**config.mk**
```make
export PLATFORM = sky130hd
export DESIGN_NAME = ps2_host_frame_engine_flat
export DESIGN_NICKNAME = d
export VERILOG_FILES = /design/src/rtl/ps2h_pkg.sv /design/src/rtl/ps2h_stream_if.sv /design/src/rtl/ps2h_host_frame_engine.sv /design/src/flat_wrapper.sv
export VERILOG_INCLUDE_DIRS = /design/src /design/src/rtl
export SDC_FILE = /design/constraint.sdc
export NUM_CORES = 1
export LEC_CHECK = 0
export ABC_AREA = 1
export BUFFER_PORTS_ARGS = -buffer_cell sky130_fd_sc_hd__clkbuf_2
export CELL_PAD_IN_SITES_DETAIL_PLACEMENT = 0
export CELL_PAD_IN_SITES_GLOBAL_PLACEMENT = 1
export CORE_ASPECT_RATIO = 1.4
export CORE_UTILIZATION = 45
export CTS_CLUSTER_SIZE = 25
export DETAILED_ROUTE_END_ITERATION = 7
export GPL_TIMING_DRIVEN = 0
export HOLD_SLACK_MARGIN = 0.1
export PLACE_DENSITY = 0.74
export REMOVE_ABC_BUFFERS = 1
export SLEW_MARGIN = 20
export SYNTH_ARGS = -nofsm -noshare
export SYNTH_HDL_FRONTEND = slang
export SYNTH_SLANG_ARGS = --single-unit
```
**constraint.sdc**
```tcl
create_clock -name clk -period 2.85 [get_ports clk]
set_clock_uncertainty 0.1 [all_clocks]
set_input_delay 0.1425 -clock clk [delete_from_list [all_inputs] [get_ports clk]]
set_output_delay 0.1425 -clock clk [all_outputs]
set_load 0.01 [all_outputs]
```
**src/rtl/assert_macros.svh**
```systemverilog
// assertion helpers included by the frame engine
// each macro expects clk and rst_n in scope
`ifndef ASSERT_MACROS_SVH
`define ASSERT_MACROS_SVH

// property that must hold at every clock edge out of reset
`define ASSERT_ALWAYS(lbl, prop, msg) \
    lbl: assert property (@(posedge clk) disable iff (!rst_n) (prop)) else $error(msg);

// when the trigger holds, the consequence must hold in the cycle after
`define ASSERT_NEXT(lbl, trig, cons, msg) \
    lbl: assert property (@(posedge clk) disable iff (!rst_n) (trig) |=> (cons)) else $error(msg);

`endif

```
**src/rtl/ps2h_pkg.sv**
```systemverilog
// ----------------------------------------------------------------------------
// ps2h_pkg
// shared types, codes and constants of the ps/2 host frame engine
// ----------------------------------------------------------------------------
`timescale 1ns / 1ps

package ps2h_pkg;

    localparam int unsigned RING_DEPTH_DEF = 16;

    // request codes
    typedef enum logic [1:0] {
        FUNC_EDGE = 2'd0,
        FUNC_SEND = 2'd1,
        FUNC_POP  = 2'd2
    } func_t;

    // sticky frame error codes
    typedef enum logic [1:0] {
        ERR_NONE   = 2'd0,
        ERR_START  = 2'd1,
        ERR_PARITY = 2'd2,
        ERR_STOP   = 2'd3
    } err_t;

    // receive frame positions, counted after the increment
    localparam logic [3:0] RX_START      = 4'd1;
    localparam logic [3:0] RX_DATA_FIRST = 4'd2;
    localparam logic [3:0] RX_DATA_LAST  = 4'd9;
    localparam logic [3:0] RX_PARITY     = 4'd10;

    // send frame positions, counted after the increment
    localparam logic [3:0] TX_DATA_FIRST = 4'd1;
    localparam logic [3:0] TX_DATA_LAST  = 4'd8;
    localparam logic [3:0] TX_PARITY     = 4'd9;
    localparam logic [3:0] TX_STOP       = 4'd10;

    typedef struct packed {
        logic [1:0] func;
        logic       clock_level;
        logic       data_line;
        logic [7:0] tx_byte;
    } in_word_t;

    typedef struct packed {
        logic       drive_data;
        logic       drive_enable;
        logic [7:0] rx_byte;
        logic       rx_valid;
        logic       sending;
        logic       queue_nonempty;
        logic [1:0] last_error;
    } out_word_t;

endpackage

```
**src/rtl/ps2h_stream_if.sv**
```systemverilog
// ----------------------------------------------------------------------------
// ps2h_stream_if
// valid/ready channel carrying one word per handshake
// ----------------------------------------------------------------------------
`timescale 1ns / 1ps

interface ps2h_stream_if #(
    parameter type word_t = ps2h_pkg::in_word_t
);

    logic  valid;
    logic  ready;
    word_t data;

    modport source (output valid, output data, input ready);
    modport sink   (input valid, input data, output ready);

endinterface

```
**src/rtl/ps2h_host_frame_engine.sv**
```systemverilog
// ----------------------------------------------------------------------------
// ps2_host_frame_engine: ps/2 host port frame engine with receive ring
// path: a request word's result word passes through stage one, then the output register
// throughput: one request word per cycle while the response side does not stall
// reset: control and indices clear at once; ring memory contents are not cleared
// ----------------------------------------------------------------------------
`timescale 1ns / 1ps
`include "assert_macros.svh"

module ps2_host_frame_engine #(
    parameter int unsigned RING_DEPTH = ps2h_pkg::RING_DEPTH_DEF
) (
    input  logic          clk,
    input  logic          rst_n,
    ps2h_stream_if.sink   req,
    ps2h_stream_if.source rsp
);

    import ps2h_pkg::*;

    // ring index width and wrap point
    localparam int unsigned    IDX_W    = $clog2(RING_DEPTH);
    localparam logic [IDX_W-1:0] IDX_LAST = IDX_W'(RING_DEPTH - 1);

    // status computed at acceptance, held in stage one beside the registered ring read data
    typedef struct packed {
        logic       pop_hit;
        logic       drive_data;
        logic       drive_enable;
        logic       queue_nonempty;
        logic [1:0] last_error;
    } stage_t;

    // ------------------------------------------------------------------
    // frame state, kept in flops
    // ------------------------------------------------------------------
    logic [3:0]       rx_cnt_reg,   rx_cnt_next;
    logic [7:0]       rx_shift_reg, rx_shift_next;
    logic             rx_par_reg,   rx_par_next;
    logic             tx_active_reg, tx_active_next;
    logic [3:0]       tx_cnt_reg,   tx_cnt_next;
    logic [7:0]       tx_shift_reg, tx_shift_next;
    logic             tx_par_reg,   tx_par_next;
    logic             drive_reg,    drive_next;
    logic [IDX_W-1:0] wr_idx_reg,   wr_idx_next;
    logic [IDX_W-1:0] rd_idx_reg,   rd_idx_next;
    logic [1:0]       err_reg,      err_next;

    // ------------------------------------------------------------------
    // receive ring: synchronous memory, one write and one read port
    // ------------------------------------------------------------------
    logic [7:0]       ring_mem [RING_DEPTH];
    logic [7:0]       rd_data_reg;

    logic             accept;
    logic             push_en;
    logic             pop_en;
    logic [IDX_W-1:0] wr_inc;
    logic [IDX_W-1:0] rd_inc;
    logic [3:0]       rx_cnt_inc;
    logic [3:0]       tx_cnt_inc;

    // pipeline: stage one waits for the ring read, then the output register
    logic             s1_valid_reg;
    stage_t           s1_reg;
    stage_t           s1_next;
    logic             s1_adv;
    logic             out_valid_reg;
    out_word_t        out_reg;

    assign accept = req.valid && req.ready;

    // stage one moves on whenever the output register is empty or drained
    assign s1_adv    = !out_valid_reg || rsp.ready;
    assign req.ready = !s1_valid_reg || s1_adv;

    assign wr_inc     = (wr_idx_reg == IDX_LAST) ? '0 : wr_idx_reg + 1'b1;
    assign rd_inc     = (rd_idx_reg == IDX_LAST) ? '0 : rd_idx_reg + 1'b1;
    assign rx_cnt_inc = rx_cnt_reg + 4'd1;
    assign tx_cnt_inc = tx_cnt_reg + 4'd1;

    // ------------------------------------------------------------------
    // next state of the frame logic for the accepted word
    // ------------------------------------------------------------------
    always_comb
    begin
        rx_cnt_next    = rx_cnt_reg;
        rx_shift_next  = rx_shift_reg;
        rx_par_next    = rx_par_reg;
        tx_active_next = tx_active_reg;
        tx_cnt_next    = tx_cnt_reg;
        tx_shift_next  = tx_shift_reg;
        tx_par_next    = tx_par_reg;
        drive_next     = drive_reg;
        rd_idx_next    = rd_idx_reg;
        err_next       = err_reg;
        push_en        = 1'b0;
        pop_en         = 1'b0;

        if (accept)
        begin
            case (req.data.func)
                FUNC_EDGE:
                begin
                    // only falling edges with the clock line low count
                    if (!req.data.clock_level)
                    begin
                        if (tx_active_reg)
                        begin
                            tx_cnt_next = tx_cnt_inc;
                            if (tx_cnt_inc inside {[TX_DATA_FIRST:TX_DATA_LAST]})
                            begin
                                // data bits go out lsb first
                                drive_next    = tx_shift_reg[0];
                                tx_par_next   = tx_par_reg ^ tx_shift_reg[0];
                                tx_shift_next = tx_shift_reg >> 1;
                            end
                            else if (tx_cnt_inc == TX_PARITY)
                            begin
                                drive_next = tx_par_reg;
                            end
                            else if (tx_cnt_inc == TX_STOP)
                            begin
                                drive_next = 1'b1;
                            end
                            else
                            begin
                                // ack edge: frame over, line released
                                tx_par_next    = 1'b1;
                                tx_cnt_next    = '0;
                                tx_active_next = 1'b0;
                                drive_next     = 1'b0;
                            end
                        end
                        else
                        begin
                            rx_cnt_next = rx_cnt_inc;
                            if (rx_cnt_inc == RX_START)
                            begin
                                if (req.data.data_line)
                                begin
                                    err_next      = ERR_START;
                                    rx_cnt_next   = '0;
                                    rx_shift_next = '0;
                                    rx_par_next   = 1'b1;
                                end
                            end
                            else if (rx_cnt_inc inside {[RX_DATA_FIRST:RX_DATA_LAST]})
                            begin
                                rx_shift_next = {req.data.data_line, rx_shift_reg[7:1]};
                                rx_par_next   = rx_par_reg ^ req.data.data_line;
                            end
                            else if (rx_cnt_inc == RX_PARITY)
                            begin
                                if (req.data.data_line != rx_par_reg)
                                begin
                                    err_next      = ERR_PARITY;
                                    rx_cnt_next   = '0;
                                    rx_shift_next = '0;
                                    rx_par_next   = 1'b1;
                                end
                            end
                            else
                            begin
                                // stop bit: good frames go to the ring unless it is full
                                if (!req.data.data_line)
                                    err_next = ERR_STOP;
                                else
                                    push_en = (wr_inc != rd_idx_reg);
                                rx_cnt_next   = '0;
                                rx_shift_next = '0;
                                rx_par_next   = 1'b1;
                            end
                        end
                    end
                end
                FUNC_SEND:
                begin
                    // host pulls data low for the start bit right away
                    tx_shift_next  = req.data.tx_byte;
                    tx_active_next = 1'b1;
                    tx_cnt_next    = '0;
                    tx_par_next    = 1'b1;
                    drive_next     = 1'b0;
                end
                FUNC_POP:
                begin
                    if (wr_idx_reg != rd_idx_reg)
                    begin
                        pop_en      = 1'b1;
                        rd_idx_next = rd_inc;
                    end
                end
                default:
                begin
                end
            endcase
        end

        wr_idx_next = push_en ? wr_inc : wr_idx_reg;

        // status as it stands after this word
        s1_next.pop_hit        = pop_en;
        s1_next.drive_data     = tx_active_next & drive_next;
        s1_next.drive_enable   = tx_active_next;
        s1_next.queue_nonempty = (wr_idx_next != rd_idx_next);
        s1_next.last_error     = err_next;
    end

    // ------------------------------------------------------------------
    // control state
    // ------------------------------------------------------------------
    always_ff @(posedge clk or negedge rst_n)
    begin
        if (!rst_n)
        begin
            rx_cnt_reg    <= '0;
            rx_shift_reg  <= '0;
            rx_par_reg    <= 1'b1;
            tx_active_reg <= 1'b0;
            tx_cnt_reg    <= '0;
            tx_shift_reg  <= '0;
            tx_par_reg    <= 1'b1;
            drive_reg     <= 1'b0;
            wr_idx_reg    <= '0;
            rd_idx_reg    <= '0;
            err_reg       <= ERR_NONE;
            s1_valid_reg  <= 1'b0;
            out_valid_reg <= 1'b0;
        end
        else
        begin
            rx_cnt_reg    <= rx_cnt_next;
            rx_shift_reg  <= rx_shift_next;
            rx_par_reg    <= rx_par_next;
            tx_active_reg <= tx_active_next;
            tx_cnt_reg    <= tx_cnt_next;
            tx_shift_reg  <= tx_shift_next;
            tx_par_reg    <= tx_par_next;
            drive_reg     <= drive_next;
            wr_idx_reg    <= wr_idx_next;
            rd_idx_reg    <= rd_idx_next;
            err_reg       <= err_next;

            if (accept)
                s1_valid_reg <= 1'b1;
            else if (s1_adv)
                s1_valid_reg <= 1'b0;

            if (s1_adv)
                out_valid_reg <= s1_valid_reg;
        end
    end

    // ------------------------------------------------------------------
    // ring memory; push and pop come from different words, so a read never
    // meets a write to the same entry in one cycle and needs no bypass
    // ------------------------------------------------------------------
    always_ff @(posedge clk)
    begin
        if (push_en)
            ring_mem[wr_idx_reg] <= rx_shift_reg;
        // read data holds until the next pop, which keeps it through a stall
        if (pop_en)
            rd_data_reg <= ring_mem[rd_idx_reg];
    end

    // ------------------------------------------------------------------
    // pipeline payload
    // ------------------------------------------------------------------
    always_ff @(posedge clk)
    begin
        if (accept)
            s1_reg <= s1_next;
        if (s1_adv && s1_valid_reg)
        begin
            out_reg.drive_data     <= s1_reg.drive_data;
            out_reg.drive_enable   <= s1_reg.drive_enable;
            out_reg.rx_byte        <= s1_reg.pop_hit ? rd_data_reg : 8'h00;
            out_reg.rx_valid       <= s1_reg.pop_hit;
            out_reg.sending        <= s1_reg.drive_enable;
            out_reg.queue_nonempty <= s1_reg.queue_nonempty;
            out_reg.last_error     <= s1_reg.last_error;
        end
    end

    assign rsp.valid = out_valid_reg;
    assign rsp.data  = out_reg;

    // ------------------------------------------------------------------
    // assertions
    // ------------------------------------------------------------------
    // a stalled stage one keeps its status and the popped byte it waits on
    `ASSERT_NEXT(a_s1_hold, s1_valid_reg && !s1_adv, s1_valid_reg && $stable(s1_reg) && $stable(rd_data_reg), "stage one lost its word or ring data during a stall")
    // a send frame never counts past the stop bit
    `ASSERT_ALWAYS(a_tx_count, !tx_active_reg || (tx_cnt_reg <= TX_STOP), "send bit count out of range")
    // with no send frame the data line is released and the counter is idle
    `ASSERT_ALWAYS(a_tx_idle, tx_active_reg || ((tx_cnt_reg == 4'd0) && !drive_reg), "idle sender still drives or counts")

endmodule
```
**src/flat_wrapper.sv**
```systemverilog
// flat-port wrapper written by rule: the top's interface ports become plain ports
module ps2_host_frame_engine_flat import ps2h_pkg::*;
#(
    parameter int unsigned RING_DEPTH = ps2h_pkg::RING_DEPTH_DEF
)
  (clk, rst_n, req_valid, req_data, req_ready, rsp_valid, rsp_data, rsp_ready);
  ps2h_stream_if req_i ();
  ps2h_stream_if rsp_i ();
  input  logic clk;
  input  logic rst_n;
  input wire logic [$bits(req_i.valid)-1:0] req_valid;
  input wire logic [$bits(req_i.data)-1:0] req_data;
  output wire logic [$bits(req_i.ready)-1:0] req_ready;
  output wire logic [$bits(rsp_i.valid)-1:0] rsp_valid;
  output wire logic [$bits(rsp_i.data)-1:0] rsp_data;
  input wire logic [$bits(rsp_i.ready)-1:0] rsp_ready;
  assign req_i.valid = req_valid;
  assign req_i.data = req_data;
  assign req_ready = req_i.ready;
  assign rsp_valid = rsp_i.valid;
  assign rsp_data = rsp_i.data;
  assign rsp_i.ready = rsp_ready;
  ps2_host_frame_engine #(.RING_DEPTH(RING_DEPTH)) u_core (.clk(clk), .rst_n(rst_n), .req(req_i), .rsp(rsp_i));
endmodule
```
Word level (Yosys, flattened, before mapping)
Memory sizes are Yosys's and may differ from the RTL's. A register that Yosys moved wholly into a read port is not among the register bits.
Index checks and enable logic that the tools add are counted.
{ "op_classes": {"add_sub_neg": 4, "order_cmp": 4, "eq_ne": 16, "muxes": 59, "bitwise": 3, "reduce_logical": 14} }
{ "ops": {"columns": ["op", "n"], "rows": [
  ["2-to-1 mux 4 bit", 16],
  ["2-to-1 mux 8 bit", 5],
  ["2-to-1 mux 1 bit", 26],
  ["equality test 4 bit, second input constant", 5],
  ["2-to-1 mux 2 bit", 10],
  ["adder 4 x 1 -> 4 bit, second input constant", 4],
  ["!= test 4 bit", 3],
  ["<= comparator 4 bit, second input constant", 2],
  ["case mux 4 bit (2 select lines)", 1],
  ["AND reduction 4 bit", 2],
  ["AND reduction 6 bit", 1],
  ["equality test 4 x 1 -> 1 bit, second input constant", 1],
  [">= comparator 4 x 1 -> 1 bit, second input constant", 1],
  [">= comparator 4 x 2 -> 1 bit, second input constant", 1],
  ["logical AND 1 bit", 4],
  ["!= test 2 bit, second input constant", 2],
  ["!= test 4 x 2 -> 1 bit, second input constant", 1],
  ["nonzero test 2 bit", 2],
  ["equality test 2 x 1 -> 1 bit, second input constant", 1],
  ["equality test 2 bit, second input constant", 1],
  ["logical NOT 1 bit", 2],
  ["logical NOT 2 bit", 1],
  ["logical OR 1 bit", 2],
  ["!= test 2 x 1 -> 1 bit, second input constant", 1],
  ["other kinds (4)", 5]
]} }
{ "totals": {"regBits": 47, "mem_bits_rw": 128, "input_bits": 16, "out_inout_bits": 14, "elab_cells": 120, "memories": 1} }
{ "mem_list": {"columns": ["memory", "depth", "width", "read_ports", "rd_ports_with_merged_regs", "write_ports", "line", "text"], "rows": [
  ["u_core.ring_mem", 16, 8, 1, 1, 1, "ps2h_host_frame_engine.sv:52", "logic [7:0] ring_mem [RING_DEPTH];"]
]} }

Logic depth before layout (Yosys ltp)
Gate-level depths: netlist of run 1.
{ "depth": {"word_depth": 13, "mapped_depth": 15, "mapped_depth_nobuf": 15} }

Least setup slack after synthesis of run 1
OpenSTA, ideal clock, no wires.
{ "synth_path": {"path_kind": "reg2reg", "start": "reg u_core.rx_cnt_reg[0]", "end": "mem u_core.ring_mem[12][0] (enable)", "arrival_ps": 1963, "required_time_ps": 2390, "setup_slack_ps": 427, "path_stages_with_launch": 10, "path_buffers": 0, "period_less_slack_ps": 2423, "cell_sequence": "dfrtp_1 inv_1 ha_1 nor2_1 nand4_2 a21oi_4 nand3_4 inv_1 nand2_1 nor2_1"} }
{ "synth_between": {"elab_chain_len": 11} }
{ "synth_rtl": {"columns": ["item", "line", "text"], "rows": [
  ["from (decl)", "ps2h_host_frame_engine.sv:37", "logic [3:0] rx_cnt_reg, rx_cnt_next;"],
  ["from (signal assigned)", "ps2h_host_frame_engine.sv:233", "rx_cnt_reg <= rx_cnt_next;"],
  ["adder 4 x 1 -> 4 bit *", "ps2h_host_frame_engine.sv:79", "assign rx_cnt_inc = rx_cnt_reg + 4'd1;"],
  [">= comparator 4 x 2 -> 1 bit, or another cell as far along", "ps2h_host_frame_engine.sv:148", "else if (rx_cnt_inc inside {[RX_DATA_FIRST:RX_DATA_LAST]})"],
  ["logical AND 1 bit or 2-to-1 mux 1 bit (tied branches)", "ps2h_host_frame_engine.sv:148, ps2h_host_frame_engine.sv:153", null],
  ["2-to-1 mux 1 bit", "ps2h_host_frame_engine.sv:148", null],
  ["2-to-1 mux 1 bit *", "ps2h_host_frame_engine.sv:138", "if (rx_cnt_inc == RX_START)"],
  ["2-to-1 mux 1 bit *", "ps2h_host_frame_engine.sv:108", "if (tx_active_reg)"],
  ["2-to-1 mux 1 bit *", "ps2h_host_frame_engine.sv:106", "if (!req.data.clock_level)"],
  ["2-to-1 mux 1 bit *", "ps2h_host_frame_engine.sv:102", "case (req.data.func)"],
  ["2-to-1 mux 1 bit *", "ps2h_host_frame_engine.sv:100", "if (accept)"],
  ["2-to-1 mux 1 bit *", "ps2h_host_frame_engine.sv:261", "if (push_en)"],
  ["2-to-1 mux 1 bit (not written as such) *", "ps2h_host_frame_engine.sv:262", "ring_mem[wr_idx_reg] <= rx_shift_reg;"],
  ["to (decl)", "ps2h_host_frame_engine.sv:52", null]
]} }
Mark *: on every way between the ends. The rest lies on a longest branch, timed or not.

Final worst setup path of run 1
{ "layout_path": {"start": "reg u_core.wr_idx_reg[0]", "end": "mem u_core.ring_mem[14][5] (enable)"} }
{ "layout_between": {"elab_chain_len": 13} }
{ "layout_rtl": {"columns": ["item", "line", "text"], "rows": [
  ["from (decl)", "ps2h_host_frame_engine.sv:45", "logic [IDX_W-1:0] wr_idx_reg, wr_idx_next;"],
  ["from (signal assigned)", "ps2h_host_frame_engine.sv:241", "wr_idx_reg <= wr_idx_next;"],
  ["adder 4 x 1 -> 4 bit or equality test 4 bit (tied branches)", "ps2h_host_frame_engine.sv:77", "assign wr_inc = (wr_idx_reg == IDX_LAST) ? '0 : wr_idx_reg + 1'b1;"],
  ["2-to-1 mux 4 bit", "ps2h_host_frame_engine.sv:77", null],
  ["!= test 4 bit", "ps2h_host_frame_engine.sv:169", "push_en = (wr_inc != rd_idx_reg);"],
  ["2-to-1 mux 1 bit", "ps2h_host_frame_engine.sv:166", "if (!req.data.data_line)"],
  ["2-to-1 mux 1 bit", "ps2h_host_frame_engine.sv:153", "else if (rx_cnt_inc == RX_PARITY)"],
  ["2-to-1 mux 1 bit", "ps2h_host_frame_engine.sv:148", null],
  ["2-to-1 mux 1 bit", "ps2h_host_frame_engine.sv:138", null],
  ["2-to-1 mux 1 bit", "ps2h_host_frame_engine.sv:108", null],
  ["2-to-1 mux 1 bit", "ps2h_host_frame_engine.sv:106", null],
  ["2-to-1 mux 1 bit", "ps2h_host_frame_engine.sv:102", null],
  ["2-to-1 mux 1 bit", "ps2h_host_frame_engine.sv:100", null],
  ["2-to-1 mux 1 bit", "ps2h_host_frame_engine.sv:261", null],
  ["2-to-1 mux 1 bit (not written as such)", "ps2h_host_frame_engine.sv:262", null]
]} }
Parallel ways exist; a longest one is shown, timed or not.

==> flow_summary.ini, run 1 <==
[grt]
grt_first_pass_wirelength_mm = 25.36
grt_pass1_vias = 4800
grt-ovfl-total = 0
antenna_found_initial = 0
grt_max_degree = 46
track_usage_pct = 20.66

[pwr]
power_density_nw_per_um2 = 903.8
p_leak_nw = 3.049
vdd_ir_drop_max_mv = 0.5143
power_mw = 7.510

[critical_path]
end_kind = register
cp_data_arrival_time_ns = 2.69
cp_cell_sequence = inv_1 > ha_1 > xnor2_1 > nand3_1 > nor2_1 > nand2_2 > nand3_4 > inv_1 > nand2_2 > nor2_4
cp_max_fo = 8
crit_family = simple AND/OR/NAND/NOR gates
critPathBufInv = 2
critPathKind = register to register
slowest_stage = dfrtp_1
critPathRequiredTime_ns = 2.84
critPathLaunchType = register
cpPeakStageDelay_ns = 0.48

[synthesis]
synthSimpleGateAreaFrac_pct = 14.71
synth_compound_area_share_pct = 10.87
syn_area_um2 = 7241
yosysWarnings = 0
ys_ff_latch = 166
synth-async-reset-ratio_pct = 18.07
yosys-mux-area-fraction_pct = 0
synthTopCellsByArea = edfxtp_1, dfrtp_1, o21ai_0
yosys.area_share.xor_xnor_pct = 1.089
synth_cells = 640
yosysSeqAreaShare_pct = 66.79
yosysUniqueCellTypes = 37
avgSynthCellArea_um2 = 11.31
yosysTopAreaCell = edfxtp_1
synth_top_family_by_area = simple AND/OR/NAND/NOR gates
synth_fa_ha_area_share_pct = 2.246
synth_edf_count = 136
synth-main-ff-cell = edfxtp_1
synth_top_area_share_pct = 56.40

[layout]
mostFrequentLayoutCells = edfxtp_1, nor2_1, o21ai_0
stdcell_area_um2 = 8309
n_antenna_cell = 0
layout-drive-gt1-share_pct = 17.30
syn2layout_area_growth_pct = 14.76
fill_cells = 1380
final_common_cell = edfxtp_1
largest_reg_flops = 112
nNetsFinal = 698

[clock_network]
cts_buffers = 17
cts_buffer_depth = 2
clkSinkCount = 166
clock_latency_ns = 0.43
clk_pin_slew_ns = 0.07
cts_tree = done
cts_root_buf = clkbuf_16
htreeDepth = 4

[sta]
worst_pin_slew_ns = 0.7857
tns_ns = 0
relSlewSlack_pct = 47.62
setup_viol = 0
finalWorstSetupSlack_ns = 0.1583
fmax_ghz = 0.3715
finalCriticalPeriod_ns = 2.692
hold_viol_final = 0
slew_violations = 0
fin_crit_sh_pct = 94.45

[die]
die_x_um = 109.2
core_area_um2 = 15680
die_h_um = 152.1
io_pins = 30
die_area_um2 = 16610
initial_core_util_pct = 46.19
core.rowCount = 54

[run_status]
status = finished clean

[route]
routed.top_layer = met4
ant_nets = 0
drc = 0
wirelength_mm = 16.14
routed_via_density = 5.522
wl_met2_mm = 8.500
met1Wirelength_mm = 6.347
initialDrtViolationCount = 325
drt-wirelength-per-cell_um = 18.38
met3_length_um = 659
dr.pass1.iters = 7
vias = 4848

[place]
placed_area_um2 = 7528
place_congestion = 0.8071
hpwlAfterDp_mm = 10.28
port_buffers = 21
post-place-ws_ns = -0.4028

[job]
maxCapViolCount = 0

[worst_hold_path]
min_path_type = input pin to asynchronous set/reset pin
[per-stage QoR]
stage	util, %	instances	hold slack (ns)
global route	53.01	878	0.2990
floorplan	-	614	-0.2531
global placement	47.69	831	0.1588
finish	53.01	878	0.2138
CTS	52.12	872	0.2488
detailed placement	48.03	833	0.1627
[worst register-to-register path, delay by kind of cell, from the launching register on]
family / cells / cell delay (ns)
AND/OR/NAND/NOR: 6 / 0.93
XOR/XNOR: 1 / 0.13
buffers and inverters: 2 / 0.35
adder cells (fa/ha/maj): 1 / 0.35
flip-flops: 1 / 0.48
[path summary, 6_finish.rpt]
path | cells past startpoint | slack (ns) | from | end
min in group clk | 0 | 0.32 | u_core.s1_reg[3] | u_core.rsp.data[3]
max in group asynchronous | 2 | 1.85 | rst_n | u_core.rd_idx_reg[0]
worst max register to register | 10 | 0.16 | u_core.wr_idx_reg[0] | u_core.ring_mem[14][5]
worst min register to register | 0 | 0.32 | u_core.s1_reg[3] | u_core.rsp.data[3]
worst max-delay path | 10 | 0.16 | u_core.wr_idx_reg[0] | u_core.ring_mem[14][5]
worst min-delay path | 2 | 0.21 | rst_n | u_core.tx_cnt_reg[0]
[layer usage]
layer  up-vias  GRT usage, %
li1       2315             -
met1      2378         24.23
met2       123         36.39
met3        32         2.789
met4         0         10.22
met5         -             0
[area by class of cell]
type	count	area [um^2]	share of cell area, %
flip-flops and latches	166	4843	58.29
repair buffers	35	264.0	3.177
repair inverters	1	7.507	0.09035
clock inverters	13	93.84	1.129
inverters	52	202.7	2.439
clock buffers	19	432.9	5.210
well taps	196	245.2	2.951
multi-input cells	396	2220	26.71
[synth_stat cells, drive strengths merged, types with 3 or more instances]
cell type / number
nand2: 85
ha: 13
buf: 6
clkbuf: 20
xnor2: 6
a21oi: 8
nand4: 12
inv: 52
o22ai: 35
xor2: 3
nand3: 32
o21ai: 90
nor2: 101
dfrtp: 29
edfxtp: 136
[where the power goes]
part | internal, mW | leakage (nW) | switching, mW
Sequential | 2.96 | 1.56 | 0.428
Clock | 1.12 | 0.264 | 0.954
Combinational | 0.720 | 1.22 | 1.32
Total | 4.80 | 3.05 | 2.71
[kinds of logic after synthesis]
family	Yosys count
simple gates	235
flops	166
compound gates	139
buf+inv	78
fa+ha+maj	13
xor+xnor	9
[timing repair]
item	CTS	global route
hold buffers	7	0
cloned	0	1
gates resized for setup	17	23
pin swaps	0	6
endpoints found under the hold margin	38	0
setup buffers	0	5
setup endpoints to repair	112	116
No activity file was read; power rests on OpenSTA's default activity.
==> inputs of run 2 (changes only) <==
Settings changed: ABC_AREA 1 to default, CORE_MARGIN from default to 3, PLACE_DENSITY 0.74 to 0.7.
==> flow_summary.ini, run 2 <==
[run_status]
status = finished with violations
failed_checks = setup timing

[critical_path]
critPathBufInv = 2
worstSetupStartpoint = u_core.wr_idx_reg[0]
reg2reg_to = u_core.s1_reg[2]
crit_family = simple AND/OR/NAND/NOR gates
critPathLaunchType = register
crit_top_cell = xnor2_2
cp_data_arrival_time_ns = 2.93
r2r-start = u_core.wr_idx_reg[0]
critPathRequiredTime_ns = 2.91
path_depth = 10
slowest_stage = dfrtp_2
cp_cell_sequence = ha_2 > o311a_4 > xnor2_2 > nor4_2 > nor4_4 > buf_4 > buf_6 > mux2_4 > xnor2_2 > nand4_1
critPathKind = register to register
rrSetupSlack_ns = -0.01
reg2regPathDepth = 10
end_kind = register
cpPeakStageDelay_ns = 0.43
setup.worst_path.end = u_core.s1_reg[2]
cp_max_fo = 4

[pwr]
clkPwrFrac_pct = 30.9
vdd_ir_drop_max_mv = 0.4895
power_density_nw_per_um2 = 773.8
sw_frac_of_total_pct = 28.46
pwr-share-seq_pct = 45.3
p_leak_nw = 2.903
p_int_mw = 4.744
comb_power_share_pct = 23.8
power_mw = 6.632
p_switching_mw = 1.887

[place]
post-place-ws_ns = -1.035
hpwlAfterDp_mm = 9.012
port_buffers = 21
place_congestion = 0.7703
placed_area_um2 = 7366

[grt]
track_usage_pct = 17.32
antenna_found_initial = 0
grt-ovfl-total = 0
grt_first_pass_wirelength_mm = 22.60
grt_pass1_vias = 3956
grt_max_degree = 31

[sta]
relSlewSlack_pct = 46.88
fmax_ghz = 0.3493
rsz0062_at_grt = true
hold_viol_final = 0
slew_violations = 0
tns_ns = -0.01254
finalWorstSetupSlack_ns = -0.01254
fin_crit_sh_pct = 100.4
finalCriticalPeriod_ns = 2.863
setup_viol = 1
worst_pin_slew_ns = 0.7968

[synthesis]
yosysMostFrequentCell = edfxtp_1
synth_edf_count = 136
synth-main-ff-cell = edfxtp_1
ys_ff_latch = 166
synthTopCellsByArea = edfxtp_1, mux4_2, dfrtp_1
yosysSeqAreaShare_pct = 68.09
yosysWarnings = 0
syn_area_um2 = 7102
synth_cells = 425
yosysTopAreaCell = edfxtp_1
synth-async-reset-ratio_pct = 18.07
synth_top_area_share_pct = 57.51
yosysUniqueCellTypes = 56
synth_common_cells = edfxtp_1, mux4_2, dfrtp_1, nand2_1, o21ai_0
avgSynthCellArea_um2 = 16.71

[die]
io_pins = 30
die_h_um = 154.6
core_area_um2 = 15250
die_area_um2 = 17350
die_x_um = 112.2
core.rowCount = 53
initial_core_util_pct = 46.56

[job]
maxCapViolCount = 0

[layout]
syn2layout_area_growth_pct = 20.68
post-route-util_pct = 56.19
n_antenna_cell = 0
final_common_cell = edfxtp_1
layout-drive-gt1-share_pct = 35.69
largest_reg_flops = 112
mostFrequentLayoutCells = edfxtp_1, mux4_2, nand2_1
stdcell_area_um2 = 8571
nNetsFinal = 512

[route]
ant_nets = 0
drc = 0
routed_via_density = 5.513
dr.pass1.iters = 4
initialDrtViolationCount = 209
vias = 3793
drt-wirelength-per-cell_um = 20.74
wirelength_mm = 14.27

[clock_network]
clk_pin_slew_ns = 0.07
cts_root_buf = clkbuf_16
cts_buffer_depth = 2
htreeDepth = 4
clkSinkCount = 166
cts_tree = done
clock_latency_ns = 0.42
cts_buffers = 17

[worst_hold_path]
min_path_type = input pin to register
==> run 2: power by group through the flow <==
stage / clock network, mW / registers, mW / logic (mW)
final: 2.05 / 3.00 / 1.58
after global routing: 2.21 / 3.04 / 1.70
after CTS: 2.09 / 3.01 / 1.53
after detailed placement: 0 / 3.12 / 1.32
after global placement: 0 / 3.18 / 1.23
after floorplan: 0 / 3.06 / 0.955
==> run 2: cell type report <==
| class | instances | area (um^2) |
|---|---|---|
| tap | 192 | 240.2 |
| sequential | 166 | 4850 |
| inverter | 10 | 37.54 |
| fill | 1201 | 6681 |
| multi-input combinational | 231 | 2431 |
| clock buffer | 17 | 425.4 |
| clock inverter | 15 | 105.1 |
| timing repair buffer | 57 | 481.7 |
==> run 2: routing by layer <==
metal	part of all wire, %	vias up	GRT usage [%]
met5	0	-	0
met4	1.8	0	5.384
met3	3.1	15	3.366
met2	56	71	30.92
met1	39	1937	21.22
li1	-	1770	-
==> run 2: cell families after synthesis <==
family | Yosys count | share of synthesized area, %
and+or+nand+nor | 102 | 7.682
AOI/OAI and AO/OA | 53 | 4.687
DFF | 166 | 68.09
muxes | 43 | 12.39
adders and majority gates | 13 | 2.290
xor gates and xnor gates | 20 | 2.731
buffers and inverters | 28 | 2.132
==> run 2: worst min path at each step <==
stage	start	end	slack (ns)	cells past startpoint
after floorplan	rst_n	u_core.err_reg[0]	-0.25	0
after global placement	rst_n	u_core.rx_cnt_reg[0]	0.17	1
after detailed placement	rst_n	u_core.rx_cnt_reg[1]	0.18	1
after CTS	req_data[8]	u_core.rx_shift_reg[7]	0.11	2
after global routing	req_data[10]	u_core.s1_reg[3]	0.12	3
final	req_data[10]	u_core.s1_reg[3]	0.12	3
==> run 2: worst min-delay path: cells and delay by family <==
family / cells / cell delay (ns)
AO/OA/AOI/OAI: 1 / 0.12
buffers and inverters: 2 / 0.20
==> run 2: through the flow <==
stage,hold slack [ns],cells
after floorplan,-0.2531,407
after global placement,0.1661,620
after detailed placement,0.1786,621
after CTS,0.1057,679
after global routing,0.1229,688
final,0.1215,688
==> run 2: what timing repair did <==
item                                    CTS  global route
hold buffers                              7             0
endpoints found under the setup margin  122            82
setup buffers                            19             9
pin swaps                                 5             5
gates resized for setup                  56            20
endpoints found under the hold margin    35             0
